$ cat src/sv/sett_pkg.sv
// ----------------------------------------------------------------------------
// sett_pkg
// Types and constants shared by the edge trigger trace block.
// ----------------------------------------------------------------------------
`default_nettype none

package sett_pkg;

  localparam int unsigned CFG_IDX_W  = 3;
  localparam int unsigned CFG_DATA_W = 16;
  localparam int unsigned IDX_W      = 10;

  typedef enum logic [CFG_IDX_W-1:0] {
    CFG_DC_OFFSET   = 3'd0,
    CFG_GAIN        = 3'd1,
    CFG_TRIG_LEVEL  = 3'd2,
    CFG_LEVEL_OFS   = 3'd3,
    CFG_SKIP_COUNT  = 3'd4
  } cfg_reg_e;

  // level mapping constants
  localparam logic [24:0] RAW_SCALE  = 25'd396;
  localparam logic [25:0] DC_SUB     = 26'd7864200;
  localparam logic [14:0] LEVEL_BIAS = 15'd240;

  // display point clamp constants
  localparam logic [15:0] PT_BIAS    = 16'd2000;
  localparam logic [15:0] PT_HI_IN   = 16'd2440;
  localparam logic [15:0] PT_LO_IN   = 16'd2040;
  localparam logic [8:0]  PT_HI      = 9'd440;
  localparam logic [8:0]  PT_LO      = 9'd40;
  localparam logic [16:0] TRIG_SPAN  = 17'd3;

  localparam logic        DC_RST     = 1'b1;
  localparam logic [10:0] GAIN_RST   = 11'd256;
  localparam logic [15:0] TRIG_RST   = 16'd240;
  localparam logic [11:0] OFS_RST    = 12'd0;
  localparam logic [9:0]  SKIP_RST   = 10'd200;

  typedef struct packed {
    logic               dc;
    logic [10:0]        gain;
    logic [15:0]        trig;
    logic signed [11:0] offset;
    logic [9:0]         skip;
  } cfg_t;

  typedef struct packed {
    logic        frame_start;
    logic [15:0] level;
  } lvl_item_t;

  typedef struct packed {
    logic [IDX_W-1:0] index;
    logic [8:0]       level;
    logic             triggered;
    logic             last;
  } point_t;

endpackage

`default_nettype wire

$ cat src/sv/sett_level_map.sv
// ----------------------------------------------------------------------------
// sett_level_map
// Three-stage pipeline mapping raw adc samples to screen levels.
// ----------------------------------------------------------------------------
`default_nettype none

module sett_level_map (
  input  wire logic              clk_i,
  input  wire logic              rst_ni,
  input  wire sett_pkg::cfg_t    cfg_i,
  input  wire logic              in_valid_i,
  input  wire logic [15:0]       in_sample_i,
  input  wire logic              in_start_i,
  output logic                   in_ready_o,
  output logic                   out_valid_o,
  output sett_pkg::lvl_item_t    out_item_o,
  input  wire logic              out_ready_i
);
  import sett_pkg::*;

  logic v1_q, v2_q, v3_q;
  logic adv1, adv2, adv3;

  logic               st1_q, st2_q;
  logic signed [25:0] p1_d, p1_q;
  logic signed [28:0] x2_d, x2_q;
  lvl_item_t          item3_d, item3_q;

  logic [24:0]        scaled;
  logic signed [36:0] prod;
  logic signed [12:0] q0;
  logic signed [17:0] r0;
  logic signed [13:0] q;
  logic signed [14:0] q_b;

  assign adv3       = !v3_q || out_ready_i;
  assign adv2       = !v2_q || adv3;
  assign adv1       = !v1_q || adv2;
  assign in_ready_o = adv1;

  // stage 1: raw * 396 minus dc offset
  assign scaled = 25'(in_sample_i) * RAW_SCALE;
  assign p1_d   = $signed({1'b0, scaled}) - $signed(cfg_i.dc ? DC_SUB : 26'd0);

  // stage 2: times gain, then drop the factor 256 of the divisor
  assign prod = 37'(p1_q) * 37'($signed({1'b0, cfg_i.gain}));
  assign x2_d = prod[36:8];

  // stage 3: floor divide by 65535 via x = q0*65535 + (lo + q0)
  always_comb begin
    q0 = x2_q[28:16];
    r0 = $signed({2'b00, x2_q[15:0]}) + 18'(q0);
    if (r0 >= 18'sd65535) begin
      q = 14'(q0) + 14'sd1;
    end else if (r0 < 18'sd0) begin
      q = 14'(q0) - 14'sd1;
    end else begin
      q = 14'(q0);
    end
    q_b = 15'(q) + $signed(LEVEL_BIAS);
    item3_d.frame_start = st2_q;
    // upper saturation cannot be reached in this value range
    item3_d.level = q_b[14] ? 16'd0 : {2'b00, q_b[13:0]};
  end

  always_ff @(posedge clk_i or negedge rst_ni) begin
    if (!rst_ni) begin
      v1_q <= 1'b0;
      v2_q <= 1'b0;
      v3_q <= 1'b0;
    end else begin
      if (adv1) begin
        v1_q <= in_valid_i;
      end
      if (adv2) begin
        v2_q <= v1_q;
      end
      if (adv3) begin
        v3_q <= v2_q;
      end
    end
  end

  always_ff @(posedge clk_i) begin
    if (adv1) begin
      st1_q <= in_start_i;
      p1_q  <= p1_d;
    end
    if (adv2) begin
      st2_q <= st1_q;
      x2_q  <= x2_d;
    end
    if (adv3) begin
      item3_q <= item3_d;
    end
  end

  assign out_valid_o = v3_q;
  assign out_item_o  = item3_q;

endmodule

`default_nettype wire

$ cat src/sv/sett_trace.sv
// ----------------------------------------------------------------------------
// sett_trace
// Capture sequencing, falling-edge trigger and display point output register.
// ----------------------------------------------------------------------------
`default_nettype none

module sett_trace #(
  parameter int unsigned LINE_POINTS = 700
) (
  input  wire logic                clk_i,
  input  wire logic                rst_ni,
  input  wire sett_pkg::cfg_t      cfg_i,
  input  wire logic                in_valid_i,
  input  wire sett_pkg::lvl_item_t in_item_i,
  output logic                     in_ready_o,
  output logic                     out_valid_o,
  output sett_pkg::point_t         out_point_o,
  input  wire logic                out_ready_i
);
  import sett_pkg::*;

  localparam logic [IDX_W:0] LP_W = (IDX_W+1)'(LINE_POINTS);

  logic             armed_q, armed_d;
  logic             fin_q, fin_d;
  logic [IDX_W-1:0] post_q, post_d;
  logic [IDX_W-1:0] pre_q, pre_d;
  logic [15:0]      prev_q, prev_d;
  logic [9:0]       seen_q, seen_d;

  logic             out_v_q, out_v_d;
  point_t           point_q, point_d;

  logic             start;
  logic             armed_s, fin_s;
  logic [IDX_W-1:0] post_s, pre_s, idx_sel;
  logic [15:0]      prev_s;
  logic [9:0]       seen_s;
  logic             produce, fire, done, proc, out_free;
  logic [IDX_W:0]   nxt;

  function automatic logic [8:0] clamp_point(input logic [15:0] level,
                                             input logic signed [11:0] ofs);
    logic [15:0] v;
    v = level + 16'($signed(ofs)) + PT_BIAS;
    if (v >= PT_HI_IN) begin
      return PT_HI;
    end else if (v <= PT_LO_IN) begin
      return PT_LO;
    end else begin
      return 9'(v - PT_BIAS);
    end
  endfunction

  assign out_free   = !out_v_q || out_ready_i;
  assign in_ready_o = out_free || !produce;
  assign proc       = in_valid_i && in_ready_o;

  always_comb begin
    start   = in_item_i.frame_start;
    armed_s = start ? 1'b0 : armed_q;
    fin_s   = start ? 1'b0 : fin_q;
    post_s  = start ? '0 : post_q;
    pre_s   = start ? '0 : pre_q;
    prev_s  = start ? 16'd0 : prev_q;
    seen_s  = start ? 10'd0 : seen_q;

    armed_d = armed_s;
    fin_d   = fin_s;
    post_d  = post_s;
    pre_d   = pre_s;
    prev_d  = prev_s;
    seen_d  = seen_s;
    produce = 1'b0;
    fire    = 1'b0;
    done    = 1'b0;
    idx_sel = pre_s;
    nxt     = '0;

    if (!fin_s) begin
      if (seen_s < cfg_i.skip) begin
        seen_d = seen_s + 10'd1;
      end else begin
        produce = 1'b1;
        // window top computed one bit wider so it never wraps
        fire = armed_s
            || (in_item_i.level >= cfg_i.trig
                && {1'b0, in_item_i.level} <= {1'b0, cfg_i.trig} + TRIG_SPAN
                && in_item_i.level < prev_s);
        idx_sel = fire ? post_s : pre_s;
        nxt     = {1'b0, idx_sel} + (IDX_W+1)'(1);
        done    = nxt >= LP_W;
        if (fire) begin
          post_d  = nxt[IDX_W-1:0];
          armed_d = 1'b1;
        end else begin
          pre_d = nxt[IDX_W-1:0];
        end
        if (done) begin
          fin_d = 1'b1;
        end
        prev_d = in_item_i.level;
      end
    end

    point_d.index     = idx_sel;
    point_d.level     = clamp_point(in_item_i.level, cfg_i.offset);
    point_d.triggered = fire;
    point_d.last      = done;

    out_v_d = out_free ? (proc && produce) : out_v_q;
  end

  always_ff @(posedge clk_i or negedge rst_ni) begin
    if (!rst_ni) begin
      armed_q <= 1'b0;
      fin_q   <= 1'b1;
      post_q  <= '0;
      pre_q   <= '0;
      prev_q  <= 16'd0;
      seen_q  <= 10'd0;
      out_v_q <= 1'b0;
    end else begin
      out_v_q <= out_v_d;
      if (proc) begin
        armed_q <= armed_d;
        fin_q   <= fin_d;
        post_q  <= post_d;
        pre_q   <= pre_d;
        prev_q  <= prev_d;
        seen_q  <= seen_d;
      end
    end
  end

  always_ff @(posedge clk_i) begin
    if (out_free) begin
      point_q <= point_d;
    end
  end

  assign out_valid_o = out_v_q;
  assign out_point_o = point_q;

endmodule

`default_nettype wire

$ cat src/sv/scope_edge_trigger_trace_top.sv
// path: an accepted sample is registered in each level map stage, then in the trace output register
// throughput: one sample per cycle while the master side accepts, set by the single-pass trigger and index update
// samples that are skipped or fall outside a capture give no transaction
// reset: asynchronous active low; config returns to defaults, no capture runs
// until a sample marked as frame start arrives
// ----------------------------------------------------------------------------
// scope_edge_trigger_trace_top
// Sample to screen level mapping with falling-edge trigger and trace indexing.
// ----------------------------------------------------------------------------
`default_nettype none

module scope_edge_trigger_trace_top #(
  parameter int unsigned LINE_POINTS = 700
) (
  input  wire logic                            clk_i,
  input  wire logic                            rst_ni,
  input  wire logic                            cfg_we_i,
  input  wire logic [sett_pkg::CFG_IDX_W-1:0]  cfg_idx_i,
  input  wire logic [sett_pkg::CFG_DATA_W-1:0] cfg_data_i,
  input  wire logic                            s_tvalid_i,
  output logic                                 s_tready_o,
  input  wire logic [15:0]                     s_tdata_i,  // [15:0] sample
  input  wire logic                            s_tuser_i,  // [0] frame_start
  output logic                                 m_tvalid_o,
  input  wire logic                            m_tready_i,
  output logic [23:0]                          m_tdata_o,  // [9:0] point_index,
                                                           // [18:10] point_level
  output logic                                 m_tuser_o,  // [0] triggered
  output logic                                 m_tlast_o
);
  import sett_pkg::*;

  cfg_t      cfg_q;
  logic      map_valid, map_ready;
  lvl_item_t map_item;
  point_t    point;

  always_ff @(posedge clk_i or negedge rst_ni) begin
    if (!rst_ni) begin
      cfg_q.dc     <= DC_RST;
      cfg_q.gain   <= GAIN_RST;
      cfg_q.trig   <= TRIG_RST;
      cfg_q.offset <= OFS_RST;
      cfg_q.skip   <= SKIP_RST;
    end else if (cfg_we_i) begin
      case (cfg_idx_i)
        CFG_DC_OFFSET:  cfg_q.dc     <= cfg_data_i[0];
        CFG_GAIN:       cfg_q.gain   <= cfg_data_i[10:0];
        CFG_TRIG_LEVEL: cfg_q.trig   <= cfg_data_i[15:0];
        CFG_LEVEL_OFS:  cfg_q.offset <= cfg_data_i[11:0];
        CFG_SKIP_COUNT: cfg_q.skip   <= cfg_data_i[9:0];
        default: ;
      endcase
    end
  end

  sett_level_map u_map (
    .clk_i       (clk_i),
    .rst_ni      (rst_ni),
    .cfg_i       (cfg_q),
    .in_valid_i  (s_tvalid_i),
    .in_sample_i (s_tdata_i),
    .in_start_i  (s_tuser_i),
    .in_ready_o  (s_tready_o),
    .out_valid_o (map_valid),
    .out_item_o  (map_item),
    .out_ready_i (map_ready)
  );

  sett_trace #(
    .LINE_POINTS (LINE_POINTS)
  ) u_trace (
    .clk_i       (clk_i),
    .rst_ni      (rst_ni),
    .cfg_i       (cfg_q),
    .in_valid_i  (map_valid),
    .in_item_i   (map_item),
    .in_ready_o  (map_ready),
    .out_valid_o (m_tvalid_o),
    .out_point_o (point),
    .out_ready_i (m_tready_i)
  );

  assign m_tdata_o = {5'd0, point.level, point.index};
  assign m_tuser_o = point.triggered;
  assign m_tlast_o = point.last;

endmodule

`default_nettype wire

$ cat config.mk
export PLATFORM = sky130hd
export DESIGN_NAME = scope_edge_trigger_trace_top
export DESIGN_NICKNAME = d
export VERILOG_FILES = /design/src/sv/sett_pkg.sv /design/src/sv/sett_level_map.sv /design/src/sv/sett_trace.sv /design/src/sv/scope_edge_trigger_trace_top.sv
export SDC_FILE = /design/constraint.sdc
export NUM_CORES = 1
export LEC_CHECK = 0
export BUFFER_PORTS_ARGS = -buffer_cell sky130_fd_sc_hd__buf_2
export CORE_ASPECT_RATIO = 0.6
export CORE_MARGIN = 3
export CORE_UTILIZATION = 44
export DETAILED_ROUTE_END_ITERATION = 8
export MAX_ROUTING_LAYER = met4
export PLACE_DENSITY = 0.69
export SLEW_MARGIN = 20
export SYNTH_ARGS = -nofsm -noshare
export SYNTH_HDL_FRONTEND = slang
export SYNTH_SLANG_ARGS = --single-unit
$ cat constraint.sdc
create_clock -name clk_i -period 12.7 [get_ports clk_i]
set_input_delay 0.635 -clock clk_i [delete_from_list [all_inputs] [get_ports clk_i]]
set_output_delay 0.635 -clock clk_i [all_outputs]
set_load 0.05 [all_outputs]
# Yosys cells after proc, flatten, opt, wreduce, memory -nomap -nowiden
# Cells that the tools add are included.
[totals]
ff_bits = 197
input_bits = 41
output_inout_bits = 28
word_cells = 107
[op_classes]
add_sub_neg = 11
multipliers = 2
magnitude_cmp = 9
eq_ne = 4
muxes = 31
n_reduce_logical = 23
[op_table]
columns = ["cell", "count"]
rows = [
  ["10-bit 2-to-1 mux", 14],
  ["16-bit 2-to-1 mux", 3],
  ["26-bit by 12-bit multiplier with 37-bit output", 1],
  ["14-bit 2-to-1 mux", 2],
  ["26-bit subtractor", 1],
  ["16-bit by 7-bit multiplier with 23-bit output, second input constant", 1],
  ["23-bit 2-to-1 mux", 1],
  ["17-bit by 13-bit adder with 18-bit output", 1],
  ["18-bit by 17-bit greater-or-equal comparator with 1-bit output, second input constant", 1],
  ["18-bit by 1-bit less-than comparator with 1-bit output, second input constant", 1],
  ["16-bit by 2-bit adder with 17-bit output, second input constant", 1],
  ["16-bit by 17-bit less-or-equal comparator with 1-bit output", 1],
  ["16-bit by 11-bit adder with 16-bit output, second input constant", 1],
  ["16-bit adder", 1],
  ["16-bit by 12-bit greater-or-equal comparator with 1-bit output, second input constant", 1],
  ["16-bit greater-or-equal comparator", 1],
  ["16-bit by 11-bit less-or-equal comparator with 1-bit output, second input constant", 1],
  ["16-bit less-than comparator", 1],
  ["14-bit by 9-bit adder with 15-bit output, second input constant", 1],
  ["13-bit by 2-bit adder with 14-bit output, second input constant", 1],
  ["13-bit by 2-bit subtractor with 14-bit output, second input constant", 1],
  ["10-bit by 1-bit adder with 11-bit output, second input constant", 1],
  ["11-bit by 10-bit greater-or-equal comparator with 1-bit output, second input constant", 1],
  ["10-bit by 1-bit adder with 10-bit output, second input constant", 1],
  ["13 further kinds", 40],
]

# Logic depth before layout (Yosys ltp)
# Gate-level depths: netlist (run 1).
[depth]
depth_word = 11
mapped_depth = 25
ltp_nobuf = 25

# Hierarchy
# From an unflattened synthesis (run 1), not the netlist that was laid out.
[unflattened]
cells_unflattened = 2561
hier_area_um2 = 23930.5
[by_module_without_submodules]
columns = ["module", "n_inst", "cells_each", "area_per_inst_um2", "seq_area_each_um2"]
rows = [
  ["sett_level_map", 1, 1707, 15590.0, 2177.1],
  ["sett_trace", 1, 738, 6332.3, 1858.0],
  ["scope_edge_trigger_trace_top", 1, 116, 2008.2, 1262.5],
]

# Least setup slack after synthesis (run 1)
# Ideal clock, no wire load.
[synth_timing]
path_type = "reg-to-reg"
start = "register cfg_q[46] (netlist bit)"
end = "register u_map.x2_q[22], data pin"
setup_time_ns = 0.258
t_arrival_ns = 5.410
t_required_ns = 12.442
path_slack_ns = 7.032
stages_incl_launch_ff = 22
n_path_buf = 1
period_less_slack_ns = 5.668
cell_sequence = "dfstp_2 clkbuf_1 nand2_1 fa_1 fa_1 inv_1 fa_1 inv_1 fa_1 inv_1 fa_1 ha_1 o21a_1 o2111ai_1 nand2_1 o211ai_1 a21oi_1 nor2_1 o21a_1 o311ai_0 a21oi_1 xnor2_1"
[synth_between]
elab_chain_len = 1
[synth_rtl]
columns = ["item", "line", "source"]
rows = [
  ["start: declaration", "scope_edge_trigger_trace_top.sv:33", "cfg_t cfg_q;"],
  ["26-bit by 12-bit multiplier with 37-bit output", "sett_level_map.sv:46", "assign prod = 37'(p1_q) * 37'($signed({1'b0, cfg_i.gain}));"],
  ["net u_map.prod[30]", "sett_level_map.sv:30", "logic signed [36:0] prod;"],
  ["end signal: assignment", "sett_level_map.sv:91", "x2_q <= x2_d;"],
  ["end: declaration", "sett_level_map.sv:26", "logic signed [28:0] x2_d, x2_q;"],
]
# The timed path passes the listed nets, and every way through them passes these cells.
# A chain may end at the register's enable or synchronous reset.

# Worst setup path in the final report (run 1)
[layout_timing]
start = "register cfg_q[43] (netlist bit)"
end = "register u_map.x2_q[22], data pin"
# Same word-level chain as after synthesis.

==> metrics.txt, run 1 <==
number of max-cap violations 0; vias per cell 5.40; Max Freq roughly 0.15 GHz; wire per inst 17.6 µm; initial core utilization a little under half; Setup crit end kind flip-flop; CTS Buf Count 17; GRT Total Usage 22.0%; fin cells between 3000 and 4000; HPWL Detailed 46.6 mm; CTS tree yes; RePlAce Congestion 0.941; Rel. slew slack 30.3%; Area contributors post-synth fa_1 (21%), ha_1 (14%), edfxtp_1 (12%); dpl cells 3232; setup repair after global routing missed its margin no; Max Slew Vio Count 0; # diodes 0; Final Hold Vio Count 0; Distinct cells, synth between 80 and 90; initial antenna violation count 0; First DRT Iteration DRCs approximately 1600; synthesized area per cell between 9 and 10 µm²; largest net degree at the start of global routing 70; PortBufs between 60 and 70; first-pass GRT wire length about 95 mm; Max clock buf depth 2; vias after detailed routing 17600; Core ar. 51700 µm²; post-CTS setup buffers 0; Die Y 185 µm; Root Driver clkbuf_16; Die Width 304 µm; actual slew at the worst max-slew pin 1.04 ns; outcome complete, no violations; post-layout net count approximately 3100; grt ovf 0; final core utilization 48.2%; full die area 56000 µm²; vias in the first global route 17800; Critical Path Fanout Max 25; setup violators final 0; most frequent cells after synthesis inv_1 (438), nand2_1 (300), ha_1 (257), fa_1 (251), and2_1 (127); post-route ant nets 0; share of post-route cells with drive strength above 1 6.42%; H-tree Lvls 4; critical path class flip-flop to flip-flop; min cycle time layout 6.54 ns; WP data arrival 6.75 ns; top-count cell post-synth inv_1; Post-Syn Instances 2548; synth warn 0; EDFF count, synth 91; Sink Count ~190; clock slew at reported path FFs 0.09 ns; P&R area growth vs syn 6.59%; Synth Flop Type dfrtp_1; ys async rst share a little over half; synthesized area 23400 µm²; CP required between 10 and 15 ns; setup TNS 0 ns; final WL 57.4 mm; Worst Hold Class input pin to asynchronous set/reset pin; largest area contributor in the netlist fa_1; Pre-Repair DR Iteration Count 5; drc violations 0; area fraction of the dominant cell type after synthesis 21.5%; count of state elements after synthesis approximately 190; worst skew pair latency between 0.4 and 0.5 ns; sequential area share after synthesis 22.7%; Hold Buf Count CTS 0; startpoint types flip-flop; fillcell total 4814; CTS resizes 0; Worst Clk Skew 0.0206 ns; Boundary Pins 69; Final period util 51.5%; # rows 64
## final timing paths
kind	from	end	slack [ns]	cells past startpoint
worst min-delay path	rst_ni	cfg_q[20]	0.15	1
worst min register to register	u_map.st2_q	u_map.out_item_o[16]	0.43	0
max in group asynchronous	rst_ni	u_trace.seen_q[0]	11.25	2
worst max-delay path	cfg_q[43]	u_map.x2_q[22]	6.16	19
worst max register to register	cfg_q[43]	u_map.x2_q[22]	6.16	19
min in group clk_i	s_tuser_i	u_map.st1_q	0.38	1
## through the flow
stage | hold WS, ns | worst slack, ns | instance area [µm²]
finish | 0.147 | 6.16 | 24900
global route | 0.174 | 5.74 | 24900
CTS | 0.153 | 6.16 | 24900
detailed placement | 0.408 | 6.17 | 24300
global placement | 0.404 | 6.34 | 24300
floorplan | 0.339 | 7.03 | 23400
## cell usage in the layout (no fill, tap or decap), types with 6 or more instances in the layout
cell       count
nor3_1        36
o21bai_1      18
fa_1         251
o41ai_1       11
or3_1         10
clkbuf_16     17
buf_4         10
mux2_2        27
ha_1         257
nand2b_1      22
dfrtp_1       92
xnor2_1       81
and4_1         6
o211ai_1       7
and3_1        18
nand3_1       46
and2_1       127
a22o_1         8
mux2i_1        9
o31ai_1       10
nor2b_1       27
a211oi_1      17
inv_1        438
dfstp_2       10
nand4_1       15
or2_2          6
a21o_1        31
a21boi_0       9
o21ai_0       97
nor2_1       114
nor3b_1        7
nand2_1      300
o21a_1        19
edfxtp_1      91
buf_2         62
a21oi_1       99
xor2_1        48
a31oi_1        8
nor4_1         8
## layer usage
layer	wire length (µm)	global-route usage (%)	part of all wire, %	vias up
met5	0	-	0	-
met4	559	2.97	0.97	0
met3	4580	4.51	8.0	46
met2	23100	30.3	40	587
met1	29100	33.7	51	8636
li1	-	-	-	8344
## critical path, stage by stage (launching register included)
cell and delay (ns):
dfrtp_1 0.99, nand2_1 0.18, fa_1 0.57, inv_1 0.05
fa_1 0.50, inv_1 0.05, fa_1 0.48, inv_1 0.06
fa_1 0.52, fa_1 0.49, ha_1 0.33, nand3_1 0.08
o21ai_0 0.32, o211ai_1 0.18, a21oi_1 0.31, nor2_1 0.12
o21a_1 0.21, o311ai_0 0.52, a21oi_1 0.17, xnor2_1 0.15
## kinds of logic (layout without fill, tap and decap cells)
logic type	Yosys count	after routing	share of synthesized area, %
and+or+nand+nor	761	761	15.7
muxes	36	36	1.69
DFF	193	193	22.7
AOI/OAI and AO/OA	396	396	11.2
other	1	5	0.0160
buffers and inverters	523	542	8.52
adders and majority gates	508	508	35.2
xor gates and xnor gates	130	130	4.90
## layout make-up
class                           count  area [µm²]  area share [%]
Clock buffer                       17         425            1.71
Clock inverter                     15         169           0.678
Inverter                          438        1640            6.60
Multi-Input combinational cell   1836       16100            64.7
Sequential cell                   193        5300            21.3
Tap cell                          693         867            3.48
Timing Repair Buffer               72         385            1.55
## state kept, by name, summed over array words and instances (netlist names), 10 cells and up
name / flops
cfg_q: 50
u_trace.out_point_o: 21
u_trace.seen_q: 10
u_trace.pre_q: 10
u_map.p1_q: 24
u_trace.post_q: 10
u_trace.prev_q: 16
u_map.x2_q: 29
u_map.out_item_o: 15
Power of run 1 is not shown: default switching activity piles up to over one toggle a cycle in this logic, so the estimate is an artifact.
==> run 2, diff against run 1 <==
--- a/config.mk
+++ b/config.mk
@@ -11,7 +11,7 @@
 export CORE_UTILIZATION = 44
 export DETAILED_ROUTE_END_ITERATION = 8
 export MAX_ROUTING_LAYER = met4
-export PLACE_DENSITY = 0.69
+export PLACE_DENSITY = 0.71
 export SLEW_MARGIN = 20
 export SYNTH_ARGS = -nofsm -noshare
 export SYNTH_HDL_FRONTEND = slang
==> constraint.sdc (replaced) <==
create_clock -name clk_i -period 5.8 [get_ports clk_i]
set_input_delay 0.29 -clock clk_i [delete_from_list [all_inputs] [get_ports clk_i]]
set_output_delay 0.29 -clock clk_i [all_outputs]
set_load 0.05 [all_outputs]
==> run 2 against run 1 <==
  * First-iteration DRC count is 0.44% higher
  * Sequential cell count stayed put
  * Final cell count is 3.4% higher
  * Register-to-register slack worse by 6.0 ns
  * Critical path depth is 2 higher
  * Core utilization is 2.1 points higher
  * Die area stayed put
  * Global-route usage is 0.73 points higher
  * Hold slack worse by 0.11 ns
==> metrics.txt, run 2 (synthesis gave the netlist of run 1 again) <==
vias per cell 5.34 (was 5.40); post-route ant nets 0 (unchanged); Max Slew Vio Count 0 (unchanged); final WL 59.2 mm (was 57.4 mm); grt ovf 0 (unchanged); RePlAce Congestion 0.911 (was 0.941); leading cell types in the layout, fill and taps excluded inv_1 (437), nand2_1 (299), ha_1 (249) (was inv_1 (438), nand2_1 (300), ha_1 (257)); Setup crit end kind flip-flop (unchanged); HPWL Detailed 48.9 mm (was 46.6 mm); Max Freq 0.176 GHz (was 0.153 GHz); largest net degree at the start of global routing 67 (was 70); Worst Clk Skew 0.0335 ns (was 0.0206 ns); commonest non-fill, non-tap cell in the layout inv_1 (unchanged); Rel. slew slack 26.2% (was 30.3%); Critical Path Fanout Max 16 (was 25); Sink Count 193 (unchanged); vias after detailed routing 18000 (was 17600); CP Cell Sequence buf_4 > buf_12 > and2_4 > fa_1 > fa_1 > inv_1 > fa_1 > fa_1 > inv_1 > fa_1 > ha_1 > a21o_1 > a21o_1 > a21oi_2 > o21ai_2 > a21oi_2 > nor3b_4 > a31oi_4 > a21o_1 > a21oi_2 > xnor2_1 (was nand2_1 > fa_1 > inv_1 > fa_1 > inv_1 > fa_1 > inv_1 > fa_1 > fa_1 > ha_1 > nand3_1 > o21ai_0 > o211ai_1 > a21oi_1 > nor2_1 > o21a_1 > o311ai_0 > a21oi_1 > xnor2_1); Boundary Pins 69 (unchanged); Pre-Repair DR Iteration Count 7 (was 5); initial antenna violation count 2 (was 0); Worst Hold Class input pin to flip-flop (was input pin to asynchronous set/reset pin); vias in the first global route 18500 (was 17800); Final Hold Vio Count 0 (unchanged); setup violators final 0 (unchanged); initial core utilization 45.2% (unchanged); Max clock buf depth 2 (unchanged); min cycle time layout 5.69 ns (was 6.54 ns); actual slew at the worst max-slew pin 1.10 ns (was 1.04 ns); Die Y 185 µm (unchanged); Core ar. 51700 µm² (unchanged); PortBufs 63 (unchanged); P&R area growth vs syn 11.3% (was 6.59%); H-tree Lvls 4 (unchanged); number of max-cap violations 0 (unchanged); Final period util 98.1% (was 51.5%); worst skew pair latency 0.46 ns (about the same); CP required 5.96 ns (was 12.90 ns); critical path class flip-flop to flip-flop (unchanged); clock slew at reported path FFs 0.08 ns (was 0.09 ns); full die area 56000 µm² (unchanged); max FFs per register 50 (unchanged); first-pass GRT wire length 97.9 mm (was 95.1 mm); Top reg by flops cfg_q (unchanged); post-layout net count 3217 (was 3107); CTS Buf Count 17 (unchanged); Worst path slowest cell dfstp_2 (was dfrtp_1); outcome complete, no violations (unchanged); fillcell total 4757 (was 4814); CP bufs+invs 4 (was 3); final core utilization 50.3% (was 48.2%); # rows 64 (unchanged); startpoint types flip-flop (unchanged); Root Driver clkbuf_16 (unchanged); GRT Total Usage 22.7% (was 22.0%); area of the multi-input gates 16400 µm² (was 16100 µm²); storage element area 5310 µm² (was 5300 µm²); post-route cell area 26000 µm² (was 24900 µm²); First DRT Iteration DRCs 1615 (was 1608); # diodes 0 (unchanged); drc violations 0 (unchanged); wire per inst 17.6 µm (about the same); Area after DPL 25000 µm² (was 24300 µm²); biggest regs cfg_q (50), u_map.x2_q (29), u_map.p1_q (24) (unchanged); Die Width 304 µm (unchanged); most frequent CP cell fa_1 (unchanged); CP delay by family, top adder cells (unchanged); share of post-route cells with drive strength above 1 11.9% (was 6.42%); setup TNS 0 ns (unchanged); WP data arrival 5.85 ns (was 6.75 ns); slowest stage delay, CP 0.56 ns (was 0.99 ns); CTS tree yes (unchanged)
[run 2: worst paths after layout]
check / cells past startpoint / slack (ns) / to / from
worst max-delay path: 21 / 0.11 / u_map.x2_q[28] / cfg_q[46]
worst min-delay path: 1 / 0.04 / u_map.st1_q / s_tuser_i
worst max register to register: 21 / 0.11 / u_map.x2_q[28] / cfg_q[46]
worst min register to register: 0 / 0.43 / u_map.out_item_o[16] / u_map.st2_q
max in group asynchronous: 3 / 4.11 / cfg_q[45] / rst_ni
min in group asynchronous: 2 / 0.33 / cfg_q[20] / rst_ni
[run 2: cell type report]
type | instances | share of cell area (%)
Tap cell | 693 | 3.33
Clock buffer | 18 | 1.65
Clock inverter | 14 | 0.548
Sequential cell | 193 | 20.4
Multi-Input combinational cell | 1836 | 62.9
Timing Repair Buffer | 182 | 4.81
Inverter | 438 | 6.32
[run 2: per-layer routing]
layer / GRT usage [%] / routed length [µm]
met2: 31.2 / 24000
met3: 5.63 / 5190
met5: - / 0
met4: 3.70 / 756
met1: 34.1 / 29300
[run 2: through the flow]
stage / instances / setup slack, ns / hold slack, ns
floorplan: 2552 / 0.132 / -0.00559
global placement: 3326 / -0.00214 / 0.291
detailed placement: 3326 / -0.159 / 0.303
CTS: 3361 / 0.0403 / 0.0292
global route: 3374 / -0.0286 / 0.0204
finish: 3374 / 0.112 / 0.0392
[run 2: timing repair]
item | 4_1_cts | 5_1_grt
buffers inserted | 2 | 13
hold endpoints to repair | 33 | 0
hold buffers | 1 | 0
gates resized for setup | 6 | 58
setup endpoints to repair | 4 | 27
pin swaps | 3 | 35
[run 2: worst register-to-register path: stages, from the launching register on]
cell     delay [ns]
dfstp_2        0.56
buf_4          0.13
buf_12         0.13
and2_4         0.15
fa_1           0.41
fa_1           0.50
inv_1          0.05
fa_1           0.47
fa_1           0.54
inv_1          0.05
fa_1           0.49
ha_1           0.33
a21o_1         0.17
a21o_1         0.19
a21oi_2        0.17
o21ai_2        0.08
a21oi_2        0.19
nor3b_4        0.25
a31oi_4        0.11
a21o_1         0.22
a21oi_2        0.14
xnor2_1        0.09
Power of run 2 is left out for the same reason.
==> run 3, diff against run 2 <==
--- a/config.mk
+++ b/config.mk
@@ -11,7 +11,7 @@
 export CORE_UTILIZATION = 44
 export DETAILED_ROUTE_END_ITERATION = 8
 export MAX_ROUTING_LAYER = met4
-export PLACE_DENSITY = 0.71
+export PLACE_DENSITY = 0.69
 export SLEW_MARGIN = 20
 export SYNTH_ARGS = -nofsm -noshare
 export SYNTH_HDL_FRONTEND = slang
==> constraint.sdc (replaced) <==
create_clock -name clk_i -period 5.35 [get_ports clk_i]
set_input_delay 0.2675 -clock clk_i [delete_from_list [all_inputs] [get_ports clk_i]]
set_output_delay 0.2675 -clock clk_i [all_outputs]
set_load 0.05 [all_outputs]
==> run 3 against run 2 <==
  * The run now ends with setup timing left
  * Register-to-register slack got worse by 0.39 ns
  * Die area unchanged
  * Fmax increased by 1.0%
  * Count of clock-buffer cells in the layout increased by 1
  * Sequential cell count unchanged
  * Core utilization increased by 2.1 points
  * Global-route usage increased by 0.067 points
  * Sequential share of layout area decreased by 0.85 points
  * Via count increased by 3.5%
  * Hold slack got worse by 0.0039 ns
  * Critical endpoint is now u_map.x2_q[22]
  * Final cell count increased by 2.9%
==> metrics.txt, run 3 (synthesis gave the netlist of run 1 again) <==
largest net degree at the start of global routing 55 (was 67); r2r setup slk -0.28 ns (was 0.11 ns); actual slew at the worst max-slew pin 1.03 ns (was 1.10 ns); # rows 64 (unchanged); outcome finished, violations left (was complete, no violations); final core utilization 52.4% (was 50.3%); Critical Path Fanout Max 5 (was 16); wire per inst 17.4 µm (was 17.6 µm); vias in the first global route 19000 (was 18500); setup repair after global routing missed its margin yes; max FFs per register 50 (unchanged); Max Freq 0.178 GHz (was 0.176 GHz); failing checks setup timing; Worst Hold Class input pin to flip-flop (unchanged); initial antenna violation count 0 (was 2); Die Y 185 µm (unchanged); critical path class flip-flop to flip-flop (unchanged); HPWL Detailed 49.7 mm (was 48.9 mm); final WL 60.5 mm (was 59.2 mm); Root Driver clkbuf_16 (unchanged); min cycle time layout 5.63 ns (was 5.69 ns); Die Width 304 µm (unchanged); FF-to-FF path depth 20 (was 21); share of post-route cells with drive strength above 1 17.0% (was 11.9%); initial core utilization 45.2% (unchanged); Met2 Routed Length 25.5 mm (was 24.0 mm); post-route ant nets 0 (unchanged); hold path depth 2 (was 1); CP bufs+invs 3 (was 4); CP required 5.56 ns (was 5.96 ns); wl on met1 29.3 mm (about the same); Worst path slowest cell dfstp_2 (unchanged); worst skew pair latency 0.47 ns (was 0.46 ns); First DRT Iteration DRCs 1625 (was 1615); Max clock buf depth 2 (unchanged); Hold Path Origin s_tvalid_i (was s_tuser_i); setup violators final 13 (was 0); Final period util 105% (was 98.1%); Worst Clk Skew 0.0203 ns (was 0.0335 ns); PortBufs 63 (unchanged); RePlAce Congestion 1.02 (was 0.911); drc violations 0 (unchanged); vias per cell 5.38 (was 5.34); WHS 0.0353 ns (was 0.0392 ns); first-pass GRT wire length 98.3 mm (was 97.9 mm); number of max-cap violations 0 (unchanged); CTS tree yes (unchanged); top sig layer met4 (unchanged); P&R area growth vs syn 15.9% (was 11.3%); CP delay by family, top adder cells (unchanged); vias after detailed routing 18700 (was 18000); Max Slew Vio Count 0 (unchanged); Core ar. 51700 µm² (unchanged); post-layout net count 3314 (was 3217); Pre-Repair DR Iteration Count 6 (was 7); startpoint types flip-flop (unchanged); Sink Count 193 (unchanged); clock slew at reported path FFs 0.08 ns (about the same); Boundary Pins 69 (unchanged); commonest non-fill, non-tap cell in the layout inv_1 (unchanged); grt ovf 0 (unchanged); Critical R2R Capture u_map.x2_q[22] (was u_map.x2_q[28]); CTS Buf Count 17 (unchanged); full die area 56000 µm² (unchanged); Final Hold Vio Count 0 (unchanged); hold path endpoint u_map.v1_q (was u_map.st1_q); CP Cell Sequence buf_6 > and2_4 > fa_1 > fa_2 > inv_2 > fa_2 > fa_1 > inv_1 > fa_1 > ha_4 > o21a_1 > o2111ai_2 > nand2_1 > o211ai_1 > a21oi_2 > nor2_2 > o21a_2 > o311ai_4 > a21oi_2 > xnor2_1 (was buf_4 > buf_12 > and2_4 > fa_1 > fa_1 > inv_1 > fa_1 > fa_1 > inv_1 > fa_1 > ha_1 > a21o_1 > a21o_1 > a21oi_2 > o21ai_2 > a21oi_2 > nor3b_4 > a31oi_4 > a21o_1 > a21oi_2 > xnor2_1); Top reg by flops cfg_q (unchanged); Place WS -0.485 ns (was -0.159 ns); Setup crit end kind flip-flop (unchanged); biggest regs cfg_q (50), u_map.x2_q (29), u_map.p1_q (24) (unchanged); slowest stage delay, CP 0.63 ns (was 0.56 ns); post-route setup slack -0.281 ns (was 0.112 ns); most frequent CP cell fa_1 (unchanged); Met3 Wirelength 4.88 mm (was 5.19 mm); Rel. slew slack 31.0% (was 26.2%); H-tree Lvls 4 (unchanged); # diodes 0 (unchanged); WP data arrival 5.84 ns (was 5.85 ns); GRT Total Usage 22.8% (was 22.7%); worst r2r src cfg_q[46] (unchanged); leading cell types in the layout, fill and taps excluded inv_1 (428), nand2_1 (296), ha_1 (246) (was inv_1 (437), nand2_1 (299), ha_1 (249))
## run 3: cell count changes in the layout (fill, tap and decap cells not counted), sizes merged
| cell | delta |
|---|---|
| buf | +96 |
| clkinv | -5 |
| inv | +3 |
| clkbuf | +1 |
| clkinvlp | +1 |
| dlygate4sd3 | +1 |
## run 3: worst reg2reg max path, delay by kind of cell, from the launching register on
family	cells	cell delay (ns)
simple gates	3	0.29
xor+xnor	1	0.13
flops	1	0.63
compound gates	7	1.38
buf+inv	3	0.26
fa+ha+maj	6	2.69
## run 3: area by class of cell
type,instances,area (µm²)
clock buffers,19,454
clock inverters,13,135
fillers,4614,24600
inverters,438,1640
multi-input cells,1836,16600
flip-flops and latches,193,5300
well taps,693,867
repair buffers,279,2100
## run 3: worst max-delay path by stage
stage               startpoint             end  slack (ns)  cells past startpoint
finish               cfg_q[46]  u_map.x2_q[22]       -0.28                     20
detailed placement   cfg_q[46]  u_map.x2_q[28]       -0.48                     20
global placement     cfg_q[46]  u_map.x2_q[28]       -0.33                     19
CTS                  cfg_q[46]  u_map.x2_q[22]       -0.19                     20
global route         cfg_q[46]  u_map.x2_q[22]       -0.46                     21
floorplan            cfg_q[46]  u_map.x2_q[22]       -0.01                     21
## run 3: repair_timing
item | CTS | global route
hold endpoints to repair | 42 | 0
gates resized for setup | 41 | 78
hold buffers | 2 | 0
gates cloned | 0 | 0
pin swaps | 57 | 86
buffers inserted | 12 | 19
endpoints found under the setup margin | 21 | 43
## run 3: routing by layer
| layer | up-vias | global-route usage [%] |
|---|---|---|
| li1 | 8753 | - |
| met1 | 9238 | 34.2 |
| met2 | 617 | 32.5 |
| met3 | 62 | 3.77 |
| met4 | 0 | 4.16 |
| met5 | - | - |
## run 3: through the flow
| step | TNS [ns] | area [µm²] | cells |
|---|---|---|---|
| final | -1.91 | 27100 | 3471 |
| after global routing | -5.04 | 27100 | 3471 |
| after CTS | -0.796 | 26700 | 3453 |
| after detailed placement | -5.41 | 25800 | 3408 |
| after global placement | -3.09 | 25800 | 3408 |
| after floorplan | -0.0261 | 23500 | 2552 |
Power of run 3 is left out for the same reason.
